==> src/sv/csvfs_pkg.sv <==
`timescale 1ns / 1ps
// csvfs_pkg: item types, result kinds, error codes and register map
// for the csv field splitter; no dependencies

package csvfs_pkg;

    // input item: one text byte or the end-of-stream mark
    typedef struct packed {
        logic [7:0] in_byte;
        logic       end_of_input;
    } csv_in_t;

    // result item
    typedef struct packed {
        logic [2:0] out_kind;
        logic [7:0] out_byte;
        logic [1:0] error_code;
        logic       stream_done;
    } csv_out_t;

    // result kinds
    localparam logic [2:0] KIND_BYTE       = 3'd0;
    localparam logic [2:0] KIND_FIELD_END  = 3'd1;
    localparam logic [2:0] KIND_LINE_END   = 3'd2;
    localparam logic [2:0] KIND_EMPTY      = 3'd3;
    localparam logic [2:0] KIND_ERROR      = 3'd4;
    localparam logic [2:0] KIND_STREAM_END = 3'd5;

    // error codes
    localparam logic [1:0] ERR_NONE       = 2'd0;
    localparam logic [1:0] ERR_LINE_LONG  = 2'd1;
    localparam logic [1:0] ERR_COLUMNS    = 2'd2;
    localparam logic [1:0] ERR_OPEN_QUOTE = 2'd3;

    // control bytes
    localparam logic [7:0] CH_CR = 8'd13;
    localparam logic [7:0] CH_LF = 8'd10;

    // register map (word index)
    localparam int          REG_ADDR_BITS  = 4;
    localparam logic [1:0]  REG_SEPARATOR  = 2'd0;
    localparam logic [1:0]  REG_QUOTE      = 2'd1;
    localparam logic [1:0]  REG_LINE_LIMIT = 2'd2;
    localparam logic [1:0]  REG_COL_LIMIT  = 2'd3;

    // register widths and reset values
    localparam int          LINE_LIMIT_BITS = 20;
    localparam int          COL_LIMIT_BITS  = 16;
    localparam logic [7:0]  SEPARATOR_RST   = 8'd44;
    localparam logic [7:0]  QUOTE_RST       = 8'd34;
    localparam logic [LINE_LIMIT_BITS-1:0] LINE_LIMIT_RST = 20'd1048575;
    localparam logic [COL_LIMIT_BITS-1:0]  COL_LIMIT_RST  = 16'd65535;

endpackage

==> src/sv/csv_field_splitter.sv <==
`timescale 1ns / 1ps
// csv_field_splitter: splits a byte stream into lines and fields, with quoting,
// limits and error skipping; depends on csvfs_pkg
//
//  channel   direction  handshake                  payload
//  item      in         item_valid / item_ready    csv_in_t  (byte or end mark)
//  result    out        result_valid / result_ready csv_out_t (kind, byte, code)
//  config    in         psel / penable / pready    32-bit APB registers 0..3
//
// One item per cycle sustained while results are taken: an input register feeds
// one level of parse logic that writes the result register.
// The stage advances whenever the result register is empty or being taken.
// A stalled result side holds the stage; the input register still takes one item.
// Reset restores register defaults and clears all line state; no clearing pass.

module csv_field_splitter #(
    parameter int LINE_COUNT_BITS  = 20,
    parameter int FIELD_COUNT_BITS = 16
) (
    input  logic                                  clk,
    input  logic                                  rst_n,
    // item input
    input  logic                                  item_valid,
    output logic                                  item_ready,
    input  csvfs_pkg::csv_in_t                    item,
    // result output
    output logic                                  result_valid,
    input  logic                                  result_ready,
    output csvfs_pkg::csv_out_t                   result,
    // configuration
    input  logic                                  psel,
    input  logic                                  penable,
    input  logic                                  pwrite,
    input  logic [csvfs_pkg::REG_ADDR_BITS-1:0]   paddr,
    input  logic [31:0]                           pwdata,
    output logic [31:0]                           prdata,
    output logic                                  pready
);

    import csvfs_pkg::*;

    localparam int LW = (LINE_COUNT_BITS > LINE_LIMIT_BITS) ? LINE_COUNT_BITS
                                                            : LINE_LIMIT_BITS;
    localparam int CW = (FIELD_COUNT_BITS + 1 > COL_LIMIT_BITS) ? FIELD_COUNT_BITS + 1
                                                                : COL_LIMIT_BITS;

    // configuration registers
    logic [7:0]                 separator_reg;
    logic [7:0]                 quote_reg;
    logic [LINE_LIMIT_BITS-1:0] line_limit_reg;
    logic [COL_LIMIT_BITS-1:0]  col_limit_reg;

    // pipeline registers
    logic     in_valid_reg;
    csv_in_t  in_item_reg;
    logic     out_valid_reg;
    csv_out_t out_item_reg;

    // line state
    logic                        in_quotes_reg,   in_quotes_next;
    logic                        quote_pend_reg,  quote_pend_next;
    logic                        field_start_reg, field_start_next;
    logic                        skip_reg,        skip_next;
    logic [LINE_COUNT_BITS-1:0]  line_count_reg,  line_count_next;
    logic [FIELD_COUNT_BITS-1:0] field_count_reg, field_count_next;

    logic     has_result;
    csv_out_t out_item_next;
    logic     fire;
    logic     cfg_write;
    logic     line_full;
    logic     col_full;
    logic     in_quotes_eff;
    logic [LINE_COUNT_BITS-1:0]  line_count_inc;
    logic [FIELD_COUNT_BITS-1:0] field_count_inc;
    logic [7:0] b;

    // handshake
    assign fire         = in_valid_reg && (!out_valid_reg || result_ready);
    assign item_ready   = !in_valid_reg || fire;
    assign result_valid = out_valid_reg;
    assign result       = out_item_reg;

    // configuration port
    assign pready    = 1'b1;
    assign cfg_write = psel && penable && pwrite;

    always_comb
    begin
        case (paddr[REG_ADDR_BITS-1:2])
            REG_SEPARATOR:  prdata = {24'd0, separator_reg};
            REG_QUOTE:      prdata = {24'd0, quote_reg};
            REG_LINE_LIMIT: prdata = {{(32-LINE_LIMIT_BITS){1'b0}}, line_limit_reg};
            REG_COL_LIMIT:  prdata = {{(32-COL_LIMIT_BITS){1'b0}}, col_limit_reg};
            default:        prdata = 32'd0;
        endcase
    end

    always_ff @(posedge clk or negedge rst_n)
    begin
        if (!rst_n)
        begin
            separator_reg  <= SEPARATOR_RST;
            quote_reg      <= QUOTE_RST;
            line_limit_reg <= LINE_LIMIT_RST;
            col_limit_reg  <= COL_LIMIT_RST;
        end
        else if (cfg_write)
        begin
            case (paddr[REG_ADDR_BITS-1:2])
                REG_SEPARATOR:  separator_reg  <= pwdata[7:0];
                REG_QUOTE:      quote_reg      <= pwdata[7:0];
                REG_LINE_LIMIT: line_limit_reg <= pwdata[LINE_LIMIT_BITS-1:0];
                REG_COL_LIMIT:  col_limit_reg  <= pwdata[COL_LIMIT_BITS-1:0];
                default:        ;
            endcase
        end
    end

    // limit checks; counters saturate at their own width as a second limit
    assign b               = in_item_reg.in_byte;
    assign line_count_inc  = line_count_reg + 1'b1;
    assign field_count_inc = field_count_reg + 1'b1;
    assign line_full = (LW'(line_count_reg) >= LW'(line_limit_reg))
                       || (line_count_reg == {LINE_COUNT_BITS{1'b1}});
    assign col_full  = (CW'(field_count_inc) >= CW'(col_limit_reg))
                       || (field_count_inc == {FIELD_COUNT_BITS{1'b1}});

    // parse decision for the item in the input register
    always_comb
    begin
        in_quotes_next   = in_quotes_reg;
        quote_pend_next  = quote_pend_reg;
        field_start_next = field_start_reg;
        skip_next        = skip_reg;
        line_count_next  = line_count_reg;
        field_count_next = field_count_reg;
        has_result       = 1'b0;
        out_item_next    = '0;
        in_quotes_eff    = in_quotes_reg;

        if (in_item_reg.end_of_input)
        begin
            has_result                = 1'b1;
            out_item_next.stream_done = 1'b1;
            if (skip_reg)
                out_item_next.out_kind = KIND_STREAM_END;
            else if (in_quotes_reg && !quote_pend_reg)
            begin
                out_item_next.out_kind   = KIND_ERROR;
                out_item_next.error_code = ERR_OPEN_QUOTE;
            end
            else if (line_count_reg == '0)
                out_item_next.out_kind = KIND_STREAM_END;
            else
                out_item_next.out_kind = KIND_LINE_END;
            in_quotes_next   = 1'b0;
            quote_pend_next  = 1'b0;
            field_start_next = 1'b1;
            skip_next        = 1'b0;
            line_count_next  = '0;
            field_count_next = '0;
        end
        else if (skip_reg)
        begin
            // drop bytes up to and including the newline
            if (b == CH_LF)
            begin
                in_quotes_next   = 1'b0;
                quote_pend_next  = 1'b0;
                field_start_next = 1'b1;
                skip_next        = 1'b0;
                line_count_next  = '0;
                field_count_next = '0;
            end
        end
        else if (quote_pend_reg && (b == quote_reg))
        begin
            // doubled quote is one content byte
            quote_pend_next = 1'b0;
            has_result      = 1'b1;
            if (line_full)
            begin
                skip_next                = 1'b1;
                out_item_next.out_kind   = KIND_ERROR;
                out_item_next.error_code = ERR_LINE_LONG;
            end
            else
            begin
                line_count_next        = line_count_inc;
                out_item_next.out_kind = KIND_BYTE;
                out_item_next.out_byte = b;
            end
        end
        else
        begin
            // a pending quote followed by anything else closes the quoted text
            if (quote_pend_reg)
            begin
                quote_pend_next = 1'b0;
                in_quotes_next  = 1'b0;
                in_quotes_eff   = 1'b0;
            end

            if (b == CH_CR)
            begin
                // carriage returns are dropped
            end
            else if (b == CH_LF)
            begin
                has_result = 1'b1;
                if (in_quotes_eff)
                begin
                    out_item_next.out_kind   = KIND_ERROR;
                    out_item_next.error_code = ERR_OPEN_QUOTE;
                end
                else if (line_count_reg == '0)
                    out_item_next.out_kind = KIND_EMPTY;
                else
                    out_item_next.out_kind = KIND_LINE_END;
                in_quotes_next   = 1'b0;
                quote_pend_next  = 1'b0;
                field_start_next = 1'b1;
                skip_next        = 1'b0;
                line_count_next  = '0;
                field_count_next = '0;
            end
            else if (in_quotes_eff)
            begin
                if (b == quote_reg)
                    quote_pend_next = 1'b1;
                else
                begin
                    has_result = 1'b1;
                    if (line_full)
                    begin
                        skip_next                = 1'b1;
                        out_item_next.out_kind   = KIND_ERROR;
                        out_item_next.error_code = ERR_LINE_LONG;
                    end
                    else
                    begin
                        line_count_next        = line_count_inc;
                        out_item_next.out_kind = KIND_BYTE;
                        out_item_next.out_byte = b;
                    end
                end
            end
            else if (field_start_reg && (b == quote_reg))
            begin
                field_start_next = 1'b0;
                in_quotes_next   = 1'b1;
            end
            else if (b == separator_reg)
            begin
                has_result = 1'b1;
                if (line_full)
                begin
                    skip_next                = 1'b1;
                    out_item_next.out_kind   = KIND_ERROR;
                    out_item_next.error_code = ERR_LINE_LONG;
                end
                else if (col_full)
                begin
                    line_count_next          = line_count_inc;
                    skip_next                = 1'b1;
                    out_item_next.out_kind   = KIND_ERROR;
                    out_item_next.error_code = ERR_COLUMNS;
                end
                else
                begin
                    line_count_next        = line_count_inc;
                    field_count_next       = field_count_inc;
                    field_start_next       = 1'b1;
                    out_item_next.out_kind = KIND_FIELD_END;
                end
            end
            else
            begin
                field_start_next = 1'b0;
                has_result       = 1'b1;
                if (line_full)
                begin
                    skip_next                = 1'b1;
                    out_item_next.out_kind   = KIND_ERROR;
                    out_item_next.error_code = ERR_LINE_LONG;
                end
                else
                begin
                    line_count_next        = line_count_inc;
                    out_item_next.out_kind = KIND_BYTE;
                    out_item_next.out_byte = b;
                end
            end
        end
    end

    // input register
    always_ff @(posedge clk or negedge rst_n)
    begin
        if (!rst_n)
            in_valid_reg <= 1'b0;
        else if (item_ready)
            in_valid_reg <= item_valid;
    end

    always_ff @(posedge clk)
    begin
        if (item_ready && item_valid)
            in_item_reg <= item;
    end

    // result register
    always_ff @(posedge clk or negedge rst_n)
    begin
        if (!rst_n)
            out_valid_reg <= 1'b0;
        else if (fire)
            out_valid_reg <= has_result;
        else if (result_ready)
            out_valid_reg <= 1'b0;
    end

    always_ff @(posedge clk)
    begin
        if (fire && has_result)
            out_item_reg <= out_item_next;
    end

    // line state
    always_ff @(posedge clk or negedge rst_n)
    begin
        if (!rst_n)
        begin
            in_quotes_reg   <= 1'b0;
            quote_pend_reg  <= 1'b0;
            field_start_reg <= 1'b1;
            skip_reg        <= 1'b0;
            line_count_reg  <= '0;
            field_count_reg <= '0;
        end
        else if (fire)
        begin
            in_quotes_reg   <= in_quotes_next;
            quote_pend_reg  <= quote_pend_next;
            field_start_reg <= field_start_next;
            skip_reg        <= skip_next;
            line_count_reg  <= line_count_next;
            field_count_reg <= field_count_next;
        end
    end

    // checks
    a_pend_in_quotes: assert property (@(posedge clk) disable iff (!rst_n)
        quote_pend_reg |-> in_quotes_reg)
        else $error("pending quote outside quoted text");

    a_eoi_clears: assert property (@(posedge clk) disable iff (!rst_n)
        fire && in_item_reg.end_of_input |=> line_count_reg == '0 && !skip_reg)
        else $error("end of input left line state behind");

    a_done_kind: assert property (@(posedge clk) disable iff (!rst_n)
        result_valid && result.stream_done |->
            result.out_kind == KIND_STREAM_END || result.out_kind == KIND_LINE_END
            || result.out_kind == KIND_ERROR)
        else $error("stream end with wrong kind");

    a_error_code: assert property (@(posedge clk) disable iff (!rst_n)
        result_valid && result.out_kind == KIND_ERROR |-> result.error_code != ERR_NONE)
        else $error("error result without code");

    a_fail_skips: assert property (@(posedge clk) disable iff (!rst_n)
        fire && has_result && out_item_next.out_kind == KIND_ERROR
            && (out_item_next.error_code == ERR_LINE_LONG
                || out_item_next.error_code == ERR_COLUMNS) |=> skip_reg)
        else $error("limit error did not start skipping");

endmodule

==> config.mk <==
export PLATFORM = sky130hd
export DESIGN_NAME = csv_field_splitter
export DESIGN_NICKNAME = d
export VERILOG_FILES = /design/src/sv/csvfs_pkg.sv /design/src/sv/csv_field_splitter.sv
export SDC_FILE = /design/constraint.sdc
export NUM_CORES = 1
export LEC_CHECK = 0
export CORE_ASPECT_RATIO = 1.5
export CORE_MARGIN = 5
export CORE_UTILIZATION = 49
export DETAILED_ROUTE_END_ITERATION = 16
export DONT_BUFFER_PORTS = 1
export PLACE_DENSITY_LB_ADDON = 0.15
export SETUP_SLACK_MARGIN = 0.02
export SLEW_MARGIN = 40
export SYNTH_ARGS = -nofsm -noshare
export SYNTH_HDL_FRONTEND = slang
export SYNTH_SLANG_ARGS = --single-unit
==> constraint.sdc <==
create_clock -name clk -period 4.7 [get_ports clk]
set_input_delay 0.235 -clock clk [delete_from_list [all_inputs] [get_ports clk]]
set_output_delay 0.235 -clock clk [all_outputs]
set_load 0.01 [all_outputs]
==> results of run 1 <==
## power groups by stage
stage          clock network, mW  logic, mW  registers [mW]
2_1_floorplan                  0      0.448            1.35
3_3_place_gp                   0      0.530            1.40
3_5_place_dp                   0      0.549            1.41
4_1_cts                     1.31      0.600            1.39
5_1_grt                     1.35      0.666            1.41
6_report                    1.28      0.592            1.39
## routing by layer
layer / part of all wire, % / global-route usage [%] / vias to the layer above / routed length (um)
met3: 4.6 / 4.178 / 34 / 832
li1: - / - / 2629 / -
met5: 0 / 0 / - / 0
met2: 53 / 37.38 / 152 / 9586
met1: 39 / 26.03 / 2707 / 7112
met4: 3.0 / 8.962 / 0 / 541
## worst paths after layout
| kind | startpoint | endpoint | slack [ns] |
|---|---|---|---|
| setup / recovery | field_count_reg[1] | field_count_reg[4] | 0.62 |
| hold / removal | result_ready | result_valid | 0.06 |
| setup reg to reg | field_count_reg[1] | field_count_reg[4] | 0.62 |
| hold reg to reg | line_limit_reg[11] | line_limit_reg[11] | 0.51 |
| max in group asynchronous | rst_n | line_limit_reg[3] | 3.86 |
| min in group asynchronous | rst_n | line_count_reg[19] | 0.47 |
## cell families (layout without fill, tap and decap cells)
logic type / count (synthesis) / count (layout) / share of synthesized area [%]
buffers and inverters: 86 / 121 / 5.373
DFF: 117 / 117 / 42.47
other: 2 / 13 / 0.1030
muxes: 51 / 51 / 8.961
xor gates and xnor gates: 30 / 30 / 3.605
adders and majority gates: 40 / 40 / 6.867
AOI/OAI and AO/OA: 132 / 132 / 12.58
and+or+nand+nor: 247 / 247 / 20.03
## cell type report
cell class	count	area (um^2)
clock buffers	21	440.4
clock inverters	11	133.9
fillers	1287	6257
inverters	52	195.2
multi-input cells	513	3851
flip-flops and latches	117	3095
well taps	196	245.2
repair buffers	37	375.4
## Yosys cell counts (17+ instances only)
cell type	n
dfrtp_1	52
inv_1	52
nand2_1	51
dfstp_2	42
ha_1	40
o21ai_0	40
mux2_2	33
a21oi_1	30
nor2_1	30
edfxtp_1	23
nand3_1	23
and2_1	20
xnor2_1	19
nand4_1	17
## timing repair
item	in CTS	in global routing
endpoints found under the hold margin	156	0
hold buffers	32	0
gates resized for setup	0	0
==> flow_summary.yaml, run 1 <==
critical_path:
  crit_arrival_ns: 4.38
  critical_path_class: "reg -> reg"
  setup.worst_path.start_class: "flop"
  worst-path-buf-inv: 1
  cp_max_fo: 16
  path_cells: "ha_1 > nand3_2 > o21a_1 > or2_2 > ha_1 > a21oi_1 > nand2_1 > a2111oi_0 > a31oi_1 > a211oi_2 > buf_4 > a31oi_4 > a221o_1"
  cp-end-kind: "flop"
  r2r.worst_path.cells: 13
  slowest_stage: "a2111oi_0"
  required_ns: 4.99
  cpPeakStageDelay_ns: 0.53
  crit_family: "compound AO/OA/AOI/OAI gates"
  path_common_cell: "ha_1"
  cp_num_cells: 13
power_and_ir_drop:
  p_switching_mw: 0.9198
  ir_worst_vdd_uv: 233.2
  p_int_mw: 2.344
  p_leak_nw: 3.557
  p_total_mw: 3.264
  power.share.combinational_pct: 18.1
  p_per_area_nw_per_um2: 391.5
  seq_power_share_pct: 42.5
  clkPwrFrac_pct: 39.3
  switching_share_pct: 28.18
hold_path:
  hold_path_class: "in -> reg"
  min_delay_path_depth: 2
clock_network:
  cts_buffers: 17
  cts_max_level: 4
  cts_buffer_depth: 2
  insertion_delay_ns: 0.42
  clockRootBuffer: "clkbuf_16"
  cts_tree: "built"
  clkSinkCount: 117
  post-cts-setup-buffer-count: 0
  clk_pin_slew_worst_paths_ns: 0.05
timing:
  setup_viol: 0
  relSlewSlack_pct: 48.31
  rsz0062_at_grt: "false"
  finalCriticalPeriod_ns: 4.082
  setup-tns-final_ns: 0
  worst_slew_pin_slew_ns: 0.7672
  finalCritPeriodShare_pct: 86.85
  finalHoldWorstSlack_ns: 0.06450
  fin_ws_ns: 0.6182
  drv_slew: 0
  clock_skew_ns: 0.007712
  final_hold_viol_count: 0
  max_clock_freq_mhz: 245.0
logic_synthesis:
  ys_seq_area_share_pct: 42.47
  synth_area_um2: 7288
  synth_top_cell_area_share_pct: 17.85
  async_flop_share_pct: 80.34
  syn_inst: 705
  yosys-top-cells-area: "dfrtp_1 (18%), dfstp_2 (15%), edfxtp_1 (9.5%)"
  ys.flop_type: "dfrtp_1"
  synth-warning-count: 0
  yosysTopAreaCell: "dfrtp_1"
  ys_seq_elements: 117
  yosysUniqueCellTypes: 78
  syn_avg_cell_area_um2: 10.34
  synth_enable_flop_cells: 23
route:
  drtIter0Drc: 299
  ant_nets: 0
  drc: 0
  routed_via_density: 5.831
  drtPass1Iterations: 5
  wire_per_inst_um: 19.08
  routed_wl_um: 18070
  vias: 5522
finish:
  nets: 830
  antennaDiodeCount: 0
  instances_no_fill: 947
  fin_area_um2: 8337
  layout_common_cells: "inv_1 (52), dfrtp_1 (52), nand2_1 (51), dfstp_2 (42)"
  final_util_pct: 57.12
  drive_gt1_share_pct: 20.24
  areaGrowthSynthToFinish_pct: 14.39
die:
  die_height_um: 159.4
  dieArea_um2: 17460
  die_width_um: 109.6
  boundaryPins: 101
  rows: 54
  coreArea_um2: 14590
  initial_core_util_pct: 49.94
placed_design:
  dp_hpwl_um: 13330
  post-place-ws_ns: 0.6284
  placedCellCount: 883
  gp_congestion: 0.8823
  dpl-instance-area_um2: 7420
  io_buffer_count: 0
grt:
  grt_remaining_overflow: 0
  grt_usage_pct: 21.70
  grt_max_degree: 95
  grt_pass1_wl_um: 29470
  grt_pass1_vias: 5690
  antenna_found_initial: 0
run:
  max_cap_viol_count: 0
run_status:
  outcome: "finished clean"
Note: power is estimated with default switching activity, not from simulation.
==> inputs of run 2 (changes only) <==
- clock period: 4.7 -> 3.9 ns (I/O delays scaled with it)
==> run 2 against run 1 <==
  * First-iteration DRC count decreased by 1.3%
  * Clock skew about the same
  * Flip-flop and latch count unchanged
  * Hold slack got worse by 0.046 ns
==> flow_summary.yaml, run 2 (same netlist as run 1, synthesis figures left out) <==
critical_path:
  slowest_stage: "dfrtp_2"
  cpPeakStageDelay_ns: 0.43
  path_cells: "ha_1 > nand3_2 > o21a_1 > or2_2 > ha_1 > a21oi_1 > nand2_1 > a2111oi_0 > a31oi_1 > a211oi_2 > buf_6 > a31oi_4 > a221o_1"
  cp-end-kind: "flop"
  crit_arrival_ns: 3.88
  cp_max_fo: 9
  critical_path_class: "reg -> reg"
  required_ns: 4.20
  setup.worst_path.start_class: "flop"
  path_common_cell: "ha_1"
  r2r_slack_ns: 0.32
  crit_family: "compound AO/OA/AOI/OAI gates"
  worst-path-buf-inv: 1
finish:
  multi_input_area_um2: 3880
  drive_gt1_share_pct: 22.27
  register_area_um2: 3098
  antennaDiodeCount: 0
  instances_no_fill: 955
  layout_common_cells: "inv_1 (52), nand2_1 (51), dfrtp_1 (50), dfstp_2 (42)"
  nFillCells: 1271
  final_common_cell: "inv_1"
  nets: 838
  areaGrowthSynthToFinish_pct: 16.02
route:
  ant_nets: 0
  drtPass1Iterations: 5
  drc: 0
  drtIter0Drc: 295
  routed_wl_um: 18580
  routed_via_density: 5.832
  wire_per_inst_um: 19.45
  vias: 5570
grt:
  grt_pass1_vias: 5825
  grt_usage_pct: 22.16
  grt_pass1_wl_um: 29930
  grt_max_degree: 95
  grt_remaining_overflow: 0
  antenna_found_initial: 0
die:
  die_height_um: 159.4
  rows: 54
  initial_core_util_pct: 49.94
  coreArea_um2: 14590
  dieArea_um2: 17460
  die_width_um: 109.6
  boundaryPins: 101
timing:
  worst_slew_pin_slew_ns: 0.7512
  finalCritPeriodShare_pct: 91.79
  relSlewSlack_pct: 49.39
  max_clock_freq_mhz: 279.3
  final_hold_viol_count: 0
  fin_ws_ns: 0.3202
  clock_skew_ns: 0.007683
  finalCriticalPeriod_ns: 3.580
  drv_slew: 0
  setup_viol: 0
clock_network:
  clk_pin_slew_worst_paths_ns: 0.06
  clkSinkCount: 117
  insertion_delay_ns: 0.42
  cts_max_level: 4
  cts_tree: "built"
  clockRootBuffer: "clkbuf_16"
  cts_buffers: 17
  cts_buffer_depth: 2
placed_design:
  io_buffer_count: 0
  dp_hpwl_um: 13680
  post-place-ws_ns: 0.1154
  placedCellCount: 889
  gp_congestion: 0.8984
power_and_ir_drop:
  p_per_area_nw_per_um2: 473.3
  ir_worst_vdd_uv: 322.8
  p_leak_nw: 3.593
hold_path:
  hold_path_class: "in -> reg"
run:
  max_cap_viol_count: 0
run_status:
  outcome: "finished clean"
## run 2: cell count changes in the layout (fill, tap and decap cells not counted), sizes merged
cell      change
a31oi         +1
clkbuf        -4
inv           +3
clkinvlp      +3
buf           +7
clkinv        -2
## run 2: stage by stage
step	instance area (um^2)	setup TNS (ns)	utilization (%)	total power, mW	hold WS (ns)
global placement	7461	0	51.12	2.327	-0.09660
finish	8456	0	57.94	4.002	0.01835
detailed placement	7475	0	51.22	2.363	-0.09555
global route	8456	-0.01565	57.94	4.198	0.05495
CTS	8418	0	57.68	4.044	0.007388
floorplan	7330	0	-	2.171	-0.1006
## run 2: where the power goes
group / switching (mW) / internal [mW]
combinational: 0.399 / 0.325
clock: 0.596 / 1.01
sequential: 0.167 / 1.51
total: 1.16 / 2.84
## run 2: worst reg2reg max path, stage by stage (launching register included)
cell and delay, ns:
dfrtp_2 0.43, ha_1 0.23, nand3_2 0.15, o21a_1 0.23, or2_2 0.31, ha_1 0.31, a21oi_1 0.15, nand2_1 0.08
a2111oi_0 0.40, a31oi_1 0.17, a211oi_2 0.25, buf_6 0.20, a31oi_4 0.16, a221o_1 0.39
## run 2: worst paths after layout
check,from,endpoint,cells past startpoint
setup / recovery,field_count_reg[1],field_count_reg[11],13
max in group asynchronous,rst_n,col_limit_reg[5],2
hold / removal,result_ready,result_valid,2
min in group asynchronous,rst_n,line_count_reg[18],2
hold reg to reg,field_count_reg[15],field_count_reg[15],1
setup reg to reg,field_count_reg[1],field_count_reg[11],13
## run 2: timing repair
| item | CTS | global route |
|---|---|---|
| endpoints found under the setup margin | 0 | 20 |
| hold buffers | 32 | 0 |
| gates resized for setup | 0 | 5 |
| setup buffers | 0 | 1 |
| endpoints found under the hold margin | 156 | 0 |
## run 2: final cells by class
type	count	share of cell area, %
multi-input combinational	514	45.89
tap	196	2.900
sequential	117	36.64
inverter	52	2.308
timing repair buffer	44	5.105
clock inverter	15	2.131
clock buffer	17	5.031
## run 2: routing by layer
layer	vias to the layer above	track usage [%]	wire, um
met5	-	0	0
met2	139	37.41	9767
met4	0	10.15	710
met1	2731	26.58	7368
li1	2648	-	-
met3	52	4.665	730
==> inputs of run 3 (changes only) <==
- RECOVER_POWER: unset -> 100
==> run 3 against run 2 <==
  * The run now ends with max-capacitance violations, max-slew violations left
  * Flip-flop and latch count stayed put
  * Total power is 0.41% lower
  * Hold slack hardly changed
  * Count of clock-buffer cells in the layout stayed put
  * Design area is 0.84% lower
  * Clock skew is 0.0021 ns lower
  * First-iteration DRC count is 7.8% higher
  * Register-to-register slack hardly changed
  * Largest power group unchanged
==> flow_summary.yaml, run 3 (same netlist as run 1, synthesis figures left out) <==
run_status:
  outcome: "complete, but fails checks"
  violations: "max-capacitance violations, max-slew violations"
critical_path:
  crit_arrival_ns: 3.88
  critPathCapture: "field_count_reg[14]"
  timing.rr.start: "field_count_reg[1]"
  r2r_slack_ns: 0.31
  r2r.worst_path.cells: 14
  worstReg2RegEnd: "field_count_reg[14]"
  cp-end-kind: "flop"
  critical_path_class: "reg -> reg"
  cp_max_fo: 9
  cp-startpoint: "field_count_reg[1]"
  required_ns: 4.19
  setup.worst_path.start_class: "flop"
clock_network:
  cts_buffers: 17
  insertion_delay_ns: 0.42
  cts_tree: "built"
  cts_max_level: 4
  clk_pin_slew_worst_paths_ns: 0.06
  cts_buffer_depth: 2
  clkSinkCount: 117
  clockRootBuffer: "clkbuf_16"
route:
  ant_nets: 0
  drtIter0Drc: 318
  wire_per_inst_um: 19.50
  vias: 5550
  routed_via_density: 5.812
  drc: 0
  drtPass1Iterations: 5
  routed_wl_um: 18620
placed_design:
  dp_hpwl_um: 13680
  gp_congestion: 0.8984
  dpl-instance-area_um2: 7475
  post-place-ws_ns: 0.1154
  io_buffer_count: 0
  placedCellCount: 889
timing:
  finalCritPeriodShare_pct: 92.13
  worst_slew_pin_slew_ns: 2.368
  finalHoldWorstSlack_ns: 0.01850
  relSlewSlack_pct: -57.85
  fin_ws_ns: 0.3070
  max_clock_freq_mhz: 278.3
  setup-tns-final_ns: 0
  drv_slew: 95
  clock_skew_ns: 0.005536
  finalCriticalPeriod_ns: 3.593
  setup_viol: 0
  final_hold_viol_count: 0
grt:
  grt_usage_pct: 22.16
  grt_remaining_overflow: 0
  antenna_found_initial: 0
  grt_pass1_wl_um: 29930
  grt_pass1_vias: 5825
  grt_max_degree: 95
die:
  initial_core_util_pct: 49.94
  dieArea_um2: 17460
  coreArea_um2: 14590
  die_width_um: 109.6
  boundaryPins: 101
  rows: 54
  die_height_um: 159.4
hold_path:
  hold_path_class: "in -> reg"
finish:
  areaGrowthSynthToFinish_pct: 15.04
  fin_area_um2: 8384
  nets: 838
  final_common_cell: "inv_1"
  drive_gt1_share_pct: 19.89
  antennaDiodeCount: 0
  final_util_pct: 57.45
  instances_no_fill: 955
  layout_common_cells: "inv_1 (52), nand2_1 (51), dfrtp_1 (50), o21ai_0 (40), ha_1 (40)"
power_and_ir_drop:
  ir_worst_vdd_uv: 319.5
  clkPwrFrac_pct: 40.3
  p_per_area_nw_per_um2: 475.4
  seq_power_share_pct: 41.9
  p_switching_mw: 1.159
  power.share.combinational_pct: 17.8
  p_leak_nw: 3.553
  p_int_mw: 2.827
  p_total_mw: 3.986
  switching_share_pct: 29.08
run:
  max_cap_viol_count: 1
==> run 3: cell count changes in the layout (fill, tap and decap cells not counted), sizes merged <==
| cell | delta |
|---|---|
| clkbuf | +4 |
| buf | -4 |
==> run 3: power groups by stage <==
stage / Sequential [mW] / Clock, mW / Combinational, mW
after CTS: 1.68 / 1.64 / 0.729
after global placement: 1.69 / 0 / 0.640
final: 1.67 / 1.61 / 0.709
after global routing: 1.69 / 1.68 / 0.798
after detailed placement: 1.70 / 0 / 0.666
after floorplan: 1.63 / 0 / 0.540
==> run 3: final cells by class <==
class / count / area [um^2]
clock buffers: 17 / 425.4
clock inverters: 15 / 180.2
fillers: 1282 / 6210
inverters: 52 / 195.2
multi-input cells: 514 / 3842
flip-flops and latches: 117 / 3098
well taps: 196 / 245.2
repair buffers: 44 / 397.9
==> run 3: routing by layer <==
layer  routed length (um)  up-vias  GRT usage, %
met5                    0        -             0
met4                  735        0         10.15
met3                  804       55         4.665
met2                 9775      143         37.41
met1                 7307     2715         26.58
li1                     -     2637             -
==> run 3: repair_timing <==
action	4_1_cts	5_1_grt
hold buffers	32	0
endpoints found under the setup margin	0	20
setup buffers	0	1
gates resized for setup	0	5
hold endpoints to repair	156	0
==> run 3: critical path, cell delays in order (launching register included) <==
cell	delay, ns
dfrtp_2	0.43
ha_1	0.23
nand3_2	0.15
o21a_1	0.23
or2_2	0.31
ha_1	0.31
a21oi_1	0.15
nand2_1	0.08
a2111oi_0	0.40
a31oi_1	0.17
a211oi_2	0.25
buf_6	0.20
a31oi_2	0.20
buf_4	0.22
o2bb2ai_1	0.12
==> run 3: worst min-delay path by stage <==
stage / start / endpoint / depth (start not counted)
5_1_grt: result_ready / result_valid / 2
6_report: result_ready / result_valid / 2
2_1_floorplan: rst_n / field_count_reg[0] / 0
3_5_place_dp: rst_n / field_count_reg[9] / 0
4_1_cts: result_ready / result_valid / 2
3_3_place_gp: rst_n / field_count_reg[9] / 0
